===== src/hdl/bgdc_pkg.sv =====
// shared types, constants and helper functions of the button gesture digit counter
package bgdc_pkg;

    localparam int TIME_W        = 48;
    localparam int DIGIT_W       = 4;
    localparam int DIGIT_MODULUS = 10;
    localparam int CFG_W         = 24;
    localparam int REG_IDX_W     = 3;
    localparam int SEG_W         = 7;

    typedef logic [TIME_W-1:0]    time_t;
    typedef logic [DIGIT_W-1:0]   digit_t;
    typedef logic [CFG_W-1:0]     cfg_word_t;
    typedef logic [REG_IDX_W-1:0] reg_idx_t;
    typedef logic [SEG_W-1:0]     seg_t;
    typedef logic [1:0]           gesture_t;

    localparam reg_idx_t REG_DEBOUNCE     = 3'd0;
    localparam reg_idx_t REG_DOUBLE_CLICK = 3'd1;
    localparam reg_idx_t REG_LONG_PRESS   = 3'd2;
    localparam reg_idx_t REG_REPEAT       = 3'd3;
    localparam reg_idx_t REG_SEG_POLARITY = 3'd4;

    localparam cfg_word_t DEBOUNCE_RST     = 24'd25000;
    localparam cfg_word_t DOUBLE_CLICK_RST = 24'd350000;
    localparam cfg_word_t LONG_PRESS_RST   = 24'd800000;
    localparam cfg_word_t REPEAT_RST       = 24'd500000;

    localparam logic OP_EDGE = 1'b0;
    localparam logic OP_TICK = 1'b1;

    localparam gesture_t GEST_CLICK        = 2'd0;
    localparam gesture_t GEST_DOUBLE_CLICK = 2'd1;
    localparam gesture_t GEST_LONG_START   = 2'd2;
    localparam gesture_t GEST_LONG_REPEAT  = 2'd3;

    typedef struct packed {
        logic  operation;
        time_t time_us;
        logic  pressed;
    } in_t;

    typedef struct packed {
        gesture_t gesture;
        digit_t   digit;
        seg_t     segments;
        logic     last;
    } out_t;

    typedef struct packed {
        cfg_word_t debounce_us;
        cfg_word_t double_click_us;
        cfg_word_t long_press_us;
        cfg_word_t repeat_period_us;
        logic      segments_active_high;
    } cfg_t;

    typedef struct packed {
        logic [1:0] count;
        out_t       item0;
        out_t       item1;
    } step_res_t;

    function automatic seg_t seg_of(input digit_t d);
        seg_t s;
        case (d)
            4'd0:    s = 7'h3F;
            4'd1:    s = 7'h06;
            4'd2:    s = 7'h5B;
            4'd3:    s = 7'h4F;
            4'd4:    s = 7'h66;
            4'd5:    s = 7'h6D;
            4'd6:    s = 7'h7D;
            4'd7:    s = 7'h07;
            4'd8:    s = 7'h7F;
            4'd9:    s = 7'h6F;
            default: s = '0;
        endcase
        return s;
    endfunction

    function automatic digit_t digit_up(input digit_t d);
        return (d >= DIGIT_W'(DIGIT_MODULUS - 1)) ? '0 : d + DIGIT_W'(1);
    endfunction

    function automatic digit_t digit_down(input digit_t d);
        return (d == '0) ? DIGIT_W'(DIGIT_MODULUS - 1) : d - DIGIT_W'(1);
    endfunction

    function automatic out_t make_result(input gesture_t g, input digit_t d,
                                         input logic active_high);
        out_t r;
        r.gesture  = g;
        r.digit    = d;
        r.segments = active_high ? seg_of(d) : ~seg_of(d);
        r.last     = 1'b0;
        return r;
    endfunction

endpackage


===== src/hdl/button_gesture_digit_counter_unit.sv =====
// top level of the button gesture digit counter: config registers, input and result buffers
// an accepted item is held in the input register and evaluated once the result buffer can
// take its results; its first result is then offered from the result buffer
// throughput: one item per cycle while each yields at most one result and m_ready stays high;
// an item yielding two stalls input until the single result port drains the two-entry result buffer
// reset: synchronous active-low aresetn clears gesture state, digit and buffers, loads config defaults
module button_gesture_digit_counter_unit (
    input  logic                        aclk,
    input  logic                        aresetn,
    input  logic                        cfg_wr_en,
    input  logic [bgdc_pkg::REG_IDX_W-1:0] cfg_index,
    input  logic [bgdc_pkg::CFG_W-1:0]  cfg_wr_data,
    input  logic                        s_valid,
    output logic                        s_ready,
    input  bgdc_pkg::in_t               s_data,
    output logic                        m_valid,
    input  logic                        m_ready,
    output bgdc_pkg::out_t              m_data
);
    import bgdc_pkg::*;

    cfg_t       cfg_reg;
    logic       in_valid_reg, in_valid_next;
    in_t        in_data_reg;
    logic [1:0] out_cnt_reg, out_cnt_next;
    out_t       slot0_reg, slot0_next;
    out_t       slot1_reg, slot1_next;
    logic       out_free, step_en;
    step_res_t  step_res;

    // configuration writes
    always_ff @(posedge aclk) begin
        if (!aresetn) begin
            cfg_reg.debounce_us          <= DEBOUNCE_RST;
            cfg_reg.double_click_us      <= DOUBLE_CLICK_RST;
            cfg_reg.long_press_us        <= LONG_PRESS_RST;
            cfg_reg.repeat_period_us     <= REPEAT_RST;
            cfg_reg.segments_active_high <= 1'b1;
        end else if (cfg_wr_en) begin
            case (cfg_index)
                REG_DEBOUNCE:     cfg_reg.debounce_us          <= cfg_wr_data;
                REG_DOUBLE_CLICK: cfg_reg.double_click_us      <= cfg_wr_data;
                REG_LONG_PRESS:   cfg_reg.long_press_us        <= cfg_wr_data;
                REG_REPEAT:       cfg_reg.repeat_period_us     <= cfg_wr_data;
                REG_SEG_POLARITY: cfg_reg.segments_active_high <= cfg_wr_data[0];
                default: ;
            endcase
        end
    end

    assign out_free = (out_cnt_reg == 2'd0) || ((out_cnt_reg == 2'd1) && m_ready);
    assign step_en  = in_valid_reg && out_free;
    assign s_ready  = !in_valid_reg || step_en;

    // input register
    always_comb begin
        in_valid_next = in_valid_reg;
        if (step_en) begin
            in_valid_next = 1'b0;
        end
        if (s_valid && s_ready) begin
            in_valid_next = 1'b1;
        end
    end

    always_ff @(posedge aclk) begin
        if (!aresetn) begin
            in_valid_reg <= 1'b0;
        end else begin
            in_valid_reg <= in_valid_next;
        end
    end

    always_ff @(posedge aclk) begin
        if (s_valid && s_ready) begin
            in_data_reg <= s_data;
        end
    end

    bgdc_core u_core (
        .aclk    (aclk),
        .aresetn (aresetn),
        .cfg     (cfg_reg),
        .item    (in_data_reg),
        .step_en (step_en),
        .res     (step_res)
    );

    // two-entry result buffer
    always_comb begin
        out_cnt_next = out_cnt_reg;
        slot0_next   = slot0_reg;
        slot1_next   = slot1_reg;
        if (m_valid && m_ready) begin
            if (out_cnt_reg == 2'd2) begin
                slot0_next   = slot1_reg;
                out_cnt_next = 2'd1;
            end else begin
                out_cnt_next = 2'd0;
            end
        end
        if (step_en) begin
            out_cnt_next = step_res.count;
            slot0_next   = step_res.item0;
            slot1_next   = step_res.item1;
        end
    end

    always_ff @(posedge aclk) begin
        if (!aresetn) begin
            out_cnt_reg <= 2'd0;
        end else begin
            out_cnt_reg <= out_cnt_next;
        end
    end

    always_ff @(posedge aclk) begin
        slot0_reg <= slot0_next;
        slot1_reg <= slot1_next;
    end

    assign m_valid = (out_cnt_reg != 2'd0);
    assign m_data  = slot0_reg;

endmodule


===== src/hdl/bgdc_core.sv =====
// gesture state and single-pass step logic: debounce, click, double click, long press
module bgdc_core (
    input  logic                  aclk,
    input  logic                  aresetn,
    input  bgdc_pkg::cfg_t        cfg,
    input  bgdc_pkg::in_t         item,
    input  logic                  step_en,
    output bgdc_pkg::step_res_t   res
);
    import bgdc_pkg::*;

    logic   button_down_reg, button_down_next;
    logic   edge_seen_reg, edge_seen_next;
    time_t  last_edge_time_reg, last_edge_time_next;
    time_t  press_time_reg, press_time_next;
    logic   repeating_reg, repeating_next;
    time_t  next_repeat_time_reg, next_repeat_time_next;
    logic   click_armed_reg, click_armed_next;
    time_t  click_time_reg, click_time_next;
    digit_t digit_val_reg, digit_val_next;

    time_t  dt_edge, dt_press, dt_repeat, dt_click, dt_prev_click;
    logic   edge_early, accept_edge, proceed;
    logic [1:0] cnt;
    out_t   slot [2];

    always_comb begin
        button_down_next      = button_down_reg;
        edge_seen_next        = edge_seen_reg;
        last_edge_time_next   = last_edge_time_reg;
        press_time_next       = press_time_reg;
        repeating_next        = repeating_reg;
        next_repeat_time_next = next_repeat_time_reg;
        click_armed_next      = click_armed_reg;
        click_time_next       = click_time_reg;
        digit_val_next        = digit_val_reg;
        cnt                   = 2'd0;
        slot[0]               = '0;
        slot[1]               = '0;

        dt_edge       = item.time_us - last_edge_time_reg;
        dt_prev_click = item.time_us - click_time_reg;
        edge_early    = edge_seen_reg && (dt_edge < time_t'(cfg.debounce_us));
        accept_edge   = (item.operation == OP_EDGE) && !edge_early &&
                        (item.pressed != button_down_reg);
        proceed       = (item.operation == OP_TICK) || accept_edge;

        // edge handling
        if (accept_edge) begin
            edge_seen_next      = 1'b1;
            last_edge_time_next = item.time_us;
            button_down_next    = item.pressed;
            if (item.pressed) begin
                press_time_next = item.time_us;
                repeating_next  = 1'b0;
            end else if (repeating_reg) begin
                repeating_next = 1'b0;
            end else if (click_armed_reg &&
                         (dt_prev_click <= time_t'(cfg.double_click_us))) begin
                click_armed_next   = 1'b0;
                digit_val_next     = digit_down(digit_val_next);
                slot[cnt[0]]       = make_result(GEST_DOUBLE_CLICK, digit_val_next,
                                                 cfg.segments_active_high);
                cnt                = cnt + 2'd1;
            end else begin
                click_armed_next   = 1'b1;
                click_time_next    = item.time_us;
            end
        end

        dt_press  = item.time_us - press_time_next;
        dt_repeat = item.time_us - next_repeat_time_reg;
        dt_click  = item.time_us - click_time_next;

        // deadline checks
        if (proceed) begin
            if (button_down_next && !repeating_next &&
                (dt_press >= time_t'(cfg.long_press_us))) begin
                if (click_armed_next) begin
                    click_armed_next   = 1'b0;
                    digit_val_next     = digit_up(digit_val_next);
                    slot[cnt[0]]       = make_result(GEST_CLICK, digit_val_next,
                                                     cfg.segments_active_high);
                    cnt                = cnt + 2'd1;
                end
                repeating_next        = 1'b1;
                next_repeat_time_next = item.time_us + time_t'(cfg.repeat_period_us);
                digit_val_next        = digit_up(digit_val_next);
                slot[cnt[0]]          = make_result(GEST_LONG_START, digit_val_next,
                                                    cfg.segments_active_high);
                cnt                   = cnt + 2'd1;
            end else if (button_down_next && repeating_next && !dt_repeat[TIME_W-1]) begin
                next_repeat_time_next = next_repeat_time_reg +
                                        time_t'(cfg.repeat_period_us);
                digit_val_next        = digit_up(digit_val_next);
                slot[cnt[0]]          = make_result(GEST_LONG_REPEAT, digit_val_next,
                                                    cfg.segments_active_high);
                cnt                   = cnt + 2'd1;
            end

            if (click_armed_next && (cnt < 2'd2) &&
                (dt_click > time_t'(cfg.double_click_us))) begin
                click_armed_next   = 1'b0;
                digit_val_next     = digit_up(digit_val_next);
                slot[cnt[0]]       = make_result(GEST_CLICK, digit_val_next,
                                                 cfg.segments_active_high);
                cnt                = cnt + 2'd1;
            end
        end

        res.count      = cnt;
        res.item0      = slot[0];
        res.item0.last = (cnt == 2'd1);
        res.item1      = slot[1];
        res.item1.last = 1'b1;
    end

    always_ff @(posedge aclk) begin
        if (!aresetn) begin
            button_down_reg      <= 1'b0;
            edge_seen_reg        <= 1'b0;
            last_edge_time_reg   <= '0;
            press_time_reg       <= '0;
            repeating_reg        <= 1'b0;
            next_repeat_time_reg <= '0;
            click_armed_reg      <= 1'b0;
            click_time_reg       <= '0;
            digit_val_reg        <= '0;
        end else if (step_en) begin
            button_down_reg      <= button_down_next;
            edge_seen_reg        <= edge_seen_next;
            last_edge_time_reg   <= last_edge_time_next;
            press_time_reg       <= press_time_next;
            repeating_reg        <= repeating_next;
            next_repeat_time_reg <= next_repeat_time_next;
            click_armed_reg      <= click_armed_next;
            click_time_reg       <= click_time_next;
            digit_val_reg        <= digit_val_next;
        end
    end

endmodule


===== config.mk =====
export PLATFORM = sky130hd
export DESIGN_NAME = button_gesture_digit_counter_unit
export DESIGN_NICKNAME = d
export VERILOG_FILES = /design/src/hdl/bgdc_pkg.sv /design/src/hdl/button_gesture_digit_counter_unit.sv /design/src/hdl/bgdc_core.sv
export SDC_FILE = /design/constraint.sdc
export NUM_CORES = 2
export LEC_CHECK = 0
export BUFFER_PORTS_ARGS = -buffer_cell sky130_fd_sc_hd__buf_2
export CAP_MARGIN = 40
export CORE_AREA = 2 2 252 316
export DETAILED_ROUTE_END_ITERATION = 6
export DIE_AREA = 0 0 254 318
export GPL_TIMING_DRIVEN = 0
export PLACE_DENSITY = 0.72
export RECOVER_POWER = 100
export SLEW_MARGIN = 20
export SYNTH_ARGS = -nofsm -noshare
export SYNTH_HDL_FRONTEND = slang
export SYNTH_SLANG_ARGS = --single-unit

===== constraint.sdc =====
create_clock -name aclk -period 32.5 [get_ports aclk]
set_clock_uncertainty 0.2 [all_clocks]
set_input_delay 4.875 -clock aclk [delete_from_list [all_inputs] [get_ports aclk]]
set_output_delay 4.875 -clock aclk [all_outputs]
set_load 0.03 [all_outputs]

==> results by group <==
Run status
  – Outcome: finished, violations left
  – Failing checks: max-capacitance violations, max-slew violations

STA
  – Crit share post-route: 0.657
  – Fin Setup TNS: 0 ns
  – Period minus WS final: 21.36 ns
  – RSZ-0062 raised after global routing: false
  – Final Hold Fails: 0
  – Setup slack after layout: 11.14 ns
  – Fmax: 46.8 MHz
  – Final Max Slew Viols: 62
  – Slew of the pin with the lowest slew margin: 2.69 ns
  – Final setup vio count: 0
  – Worst slew margin: -0.792

Synth
  – XOR/XNOR Fraction of Synth Area: 0.0417
  – Synth area leader: dfxtp_1
  – Synth Cell Area: 34600 um2
  – Post-synth top area share: 0.173
  – Synth unique cells: 117
  – Post-synthesis mux area share: 0.0619
  – Sequential cell area fraction in the yosys report: 0.240
  – Largest family of logic cells by synthesized area: compound AO/OA/AOI/OAI gates
  – Post-Synth Adder-Cell Area: 0.141
  – EDFF count, synth: 77
  – Mapped Nets: 5018
  – Post-Synthesis Cells: 4548
  – Simple-gate area share of the yosys netlist: 0.199
  – Synthesized flop and latch total: 377
  – Top post-synthesis cells by area: dfxtp_1 (17%), ha_1 (14%), a21oi_1 (7.3%)
  – Post-synthesis compound-gate area fraction: 0.254
  – Yosys warns: 0
  – Synth Flop Type: dfxtp_1
  – Asr flop ratio synth: 0
  – Synthesized area per cell: 7.61 um2

Drt
  – Routed WL per cell: 20.5 um
  – Remaining DRCs: 0
  – ANT nets after route: 0
  – DR pass1 iterations: 7
  – DR vias: 34600
  – Starting DRT DRC Count: 2891
  – Via-to-Cell Ratio: 5.98
  – Drt total wl: 119 mm

GRT
  – Vias in the first global route: 33000
  – First-pass GRT wire length: 183 mm
  – Initial antenna violation count: 2
  – Met2 Use GR: 0.486
  – GRT met1 Usage: 0.347
  – Largest net degree at the start of global routing: 37
  – GRT overflow: 0
  – Global-route usage over all layers: 0.288
  – Global routing's busiest layer: met2
  – Met3 GRT Util: 0.0438

Placed design
  – Hpwl dp: 96.0 mm
  – Pre-CTS setup slack: 12.70 ns
  – Buffers on Ports: 96
  – Final Wtd Congestion: 1.01
  – Placed instance area: 36500 um2

Critical path
  – WP data arrival: 21.67 ns
  – Crit path top cell by count: o21ai_0
  – WP data required: 32.82 ns
  – Max stage delay on crit path: 0.77 ns
  – Worst Setup Start Kind: flip-flop
  – R2R setup slack: 11.14 ns
  – Worst-path fanout max: 10
  – Setup Crit Path Kind: flip-flop to flip-flop
  – CP Capture Type: flip-flop
  – CP max-delay cell: clkbuf_1

CTS
  – Clock Pin Slew Worst Setup and Hold Paths: 0.06 ns
  – Post-CTS setup buffer count: 0
  – PostCTS Resize Cnt: 0
  – Skew-Pair Late Insertion Delay: 0.62 ns
  – Total CTS buffers: 45
  – # hold bufs at CTS: 0
  – CTS tree: built
  – Htree depth: 2
  – Clock root cell: clkbuf_16
  – CTS sink count: 377
  – Clock buffer depth: 3

Final layout
  – # fillers: 7870
  – Max FFs per register: 97
  – Final-stage net count: 5178
  – Fin area: 37900 um2
  – Synth-to-Final Area Change: 9.57%
  – Commonest non-fill, non-tap cells in the layout: nand2_1 (640), a21oi_1 (508), ha_1 (383), nor2_1 (365), inv_1 (306)
  – Area of the multi-input gates: 24100 um2
  – Register area: 8320 um2
  – Share of layout cells above drive strength 1: 0.0534
  – Most common cell after layout, fill and taps aside: nand2_1

Floorplan
  – Die Ht: 318 um
  – Die area: 80800 um2
  – Row count: 115
  – Die Wd: 254 um
  – Initial core utilization: 0.444
  – I/O pin cnt: 98
  – Core ar.: 78000 um2

Power
  – Leakage power: 14.1 nW
  – Max VDD drop: 0.0486 mV
  – P per Cell Area: 39.2 nW/um2

Run
  – Total of max-cap violations: 3

Min path
  – Hold crit path type: flip-flop to flip-flop
layout make-up:
type | count | share of cell area
diodes | 1 | 0.0000660
plain buffers | 211 | 0.0257
clock buffers | 64 | 0.0348
clock inverters | 17 | 0.00449
inverters | 308 | 0.0305
multi-input cells | 3652 | 0.636
flip-flops and latches | 377 | 0.219
well taps | 1053 | 0.0347
repair buffers | 113 | 0.0146
cell families after synthesis:
group / after synthesis
compound gates: 1384
xor+xnor: 164
fa+ha+maj: 388
buf+inv: 519
flops: 377
mux: 212
simple gates: 1504
routing by layer:
layer | wire length (um) | vias up
met5 | 13 | -
met4 | 7390 | 2
met3 | 8140 | 371
met2 | 55500 | 1343
met1 | 47800 | 16200
li1 | - | 16800
cells in the mapped netlist (15+ instances only):
cell       count
nand2_1      639
a21oi_1      507
ha_1         383
nor2_1       365
inv_1        306
dfxtp_1      300
o21ai_0      265
mux2i_1      196
clkbuf_1     171
nand3_1      104
xnor2_1      100
a21o_1        87
a211oi_1      83
nand4_1       83
edfxtp_1      77
xor2_1        63
nor3_1        53
o211ai_1      52
a31oi_1       49
o21a_1        49
nand2b_1      47
nor2b_1       38
o21bai_1      36
and3_1        27
and2_1        25
a211o_1       23
nor4_1        22
o31ai_1       19
or3_1         17
mux2_2        16
o2111ai_1     16
a22oi_1       15
worst max-delay path: cells and delay by family (launching register included):
kind | cells | cell delay (ns)
xor gates and xnor gates | 2 | 0.29
muxes | 1 | 0.47
adders and majority gates | 8 | 2.45
DFF | 1 | 0.64
and+or+nand+nor | 20 | 4.90
AOI/OAI and AO/OA | 35 | 8.42
buffers and inverters | 10 | 3.87
power by group:
group | switching, mW | leakage, nW | total (mW) | internal [mW]
Clock | 0.219 | 0.725 | 0.512 | 0.293
Combinational | 0.282 | 10.2 | 0.453 | 0.171
Sequential | 0.0271 | 3.19 | 0.523 | 0.496
final timing paths:
path                                                      from                         endpoint  depth (start not counted)
worst max-delay path                            in_data_reg[1]  u_core.next_repeat_time_reg[46]                         76
worst min-delay path            u_core.next_repeat_time_reg[9]   u_core.next_repeat_time_reg[9]                          2
worst max register to register                  in_data_reg[1]  u_core.next_repeat_time_reg[46]                         76
worst min register to register  u_core.next_repeat_time_reg[9]   u_core.next_repeat_time_reg[9]                          2
metrics by stage:
stage | instances | hold slack, ns | utilization | power [mW]
floorplan | 4548 | 0.232 | - | 0.850
global placement | 5697 | 0.239 | 0.467 | 0.969
detailed placement | 5707 | 0.245 | 0.469 | 0.974
CTS | 5788 | 0.253 | 0.488 | 1.49
global route | 5795 | 0.264 | 0.486 | 1.56
finish | 5796 | 0.251 | 0.486 | 1.49
Note: power is estimated with default switching activity, not from simulation.
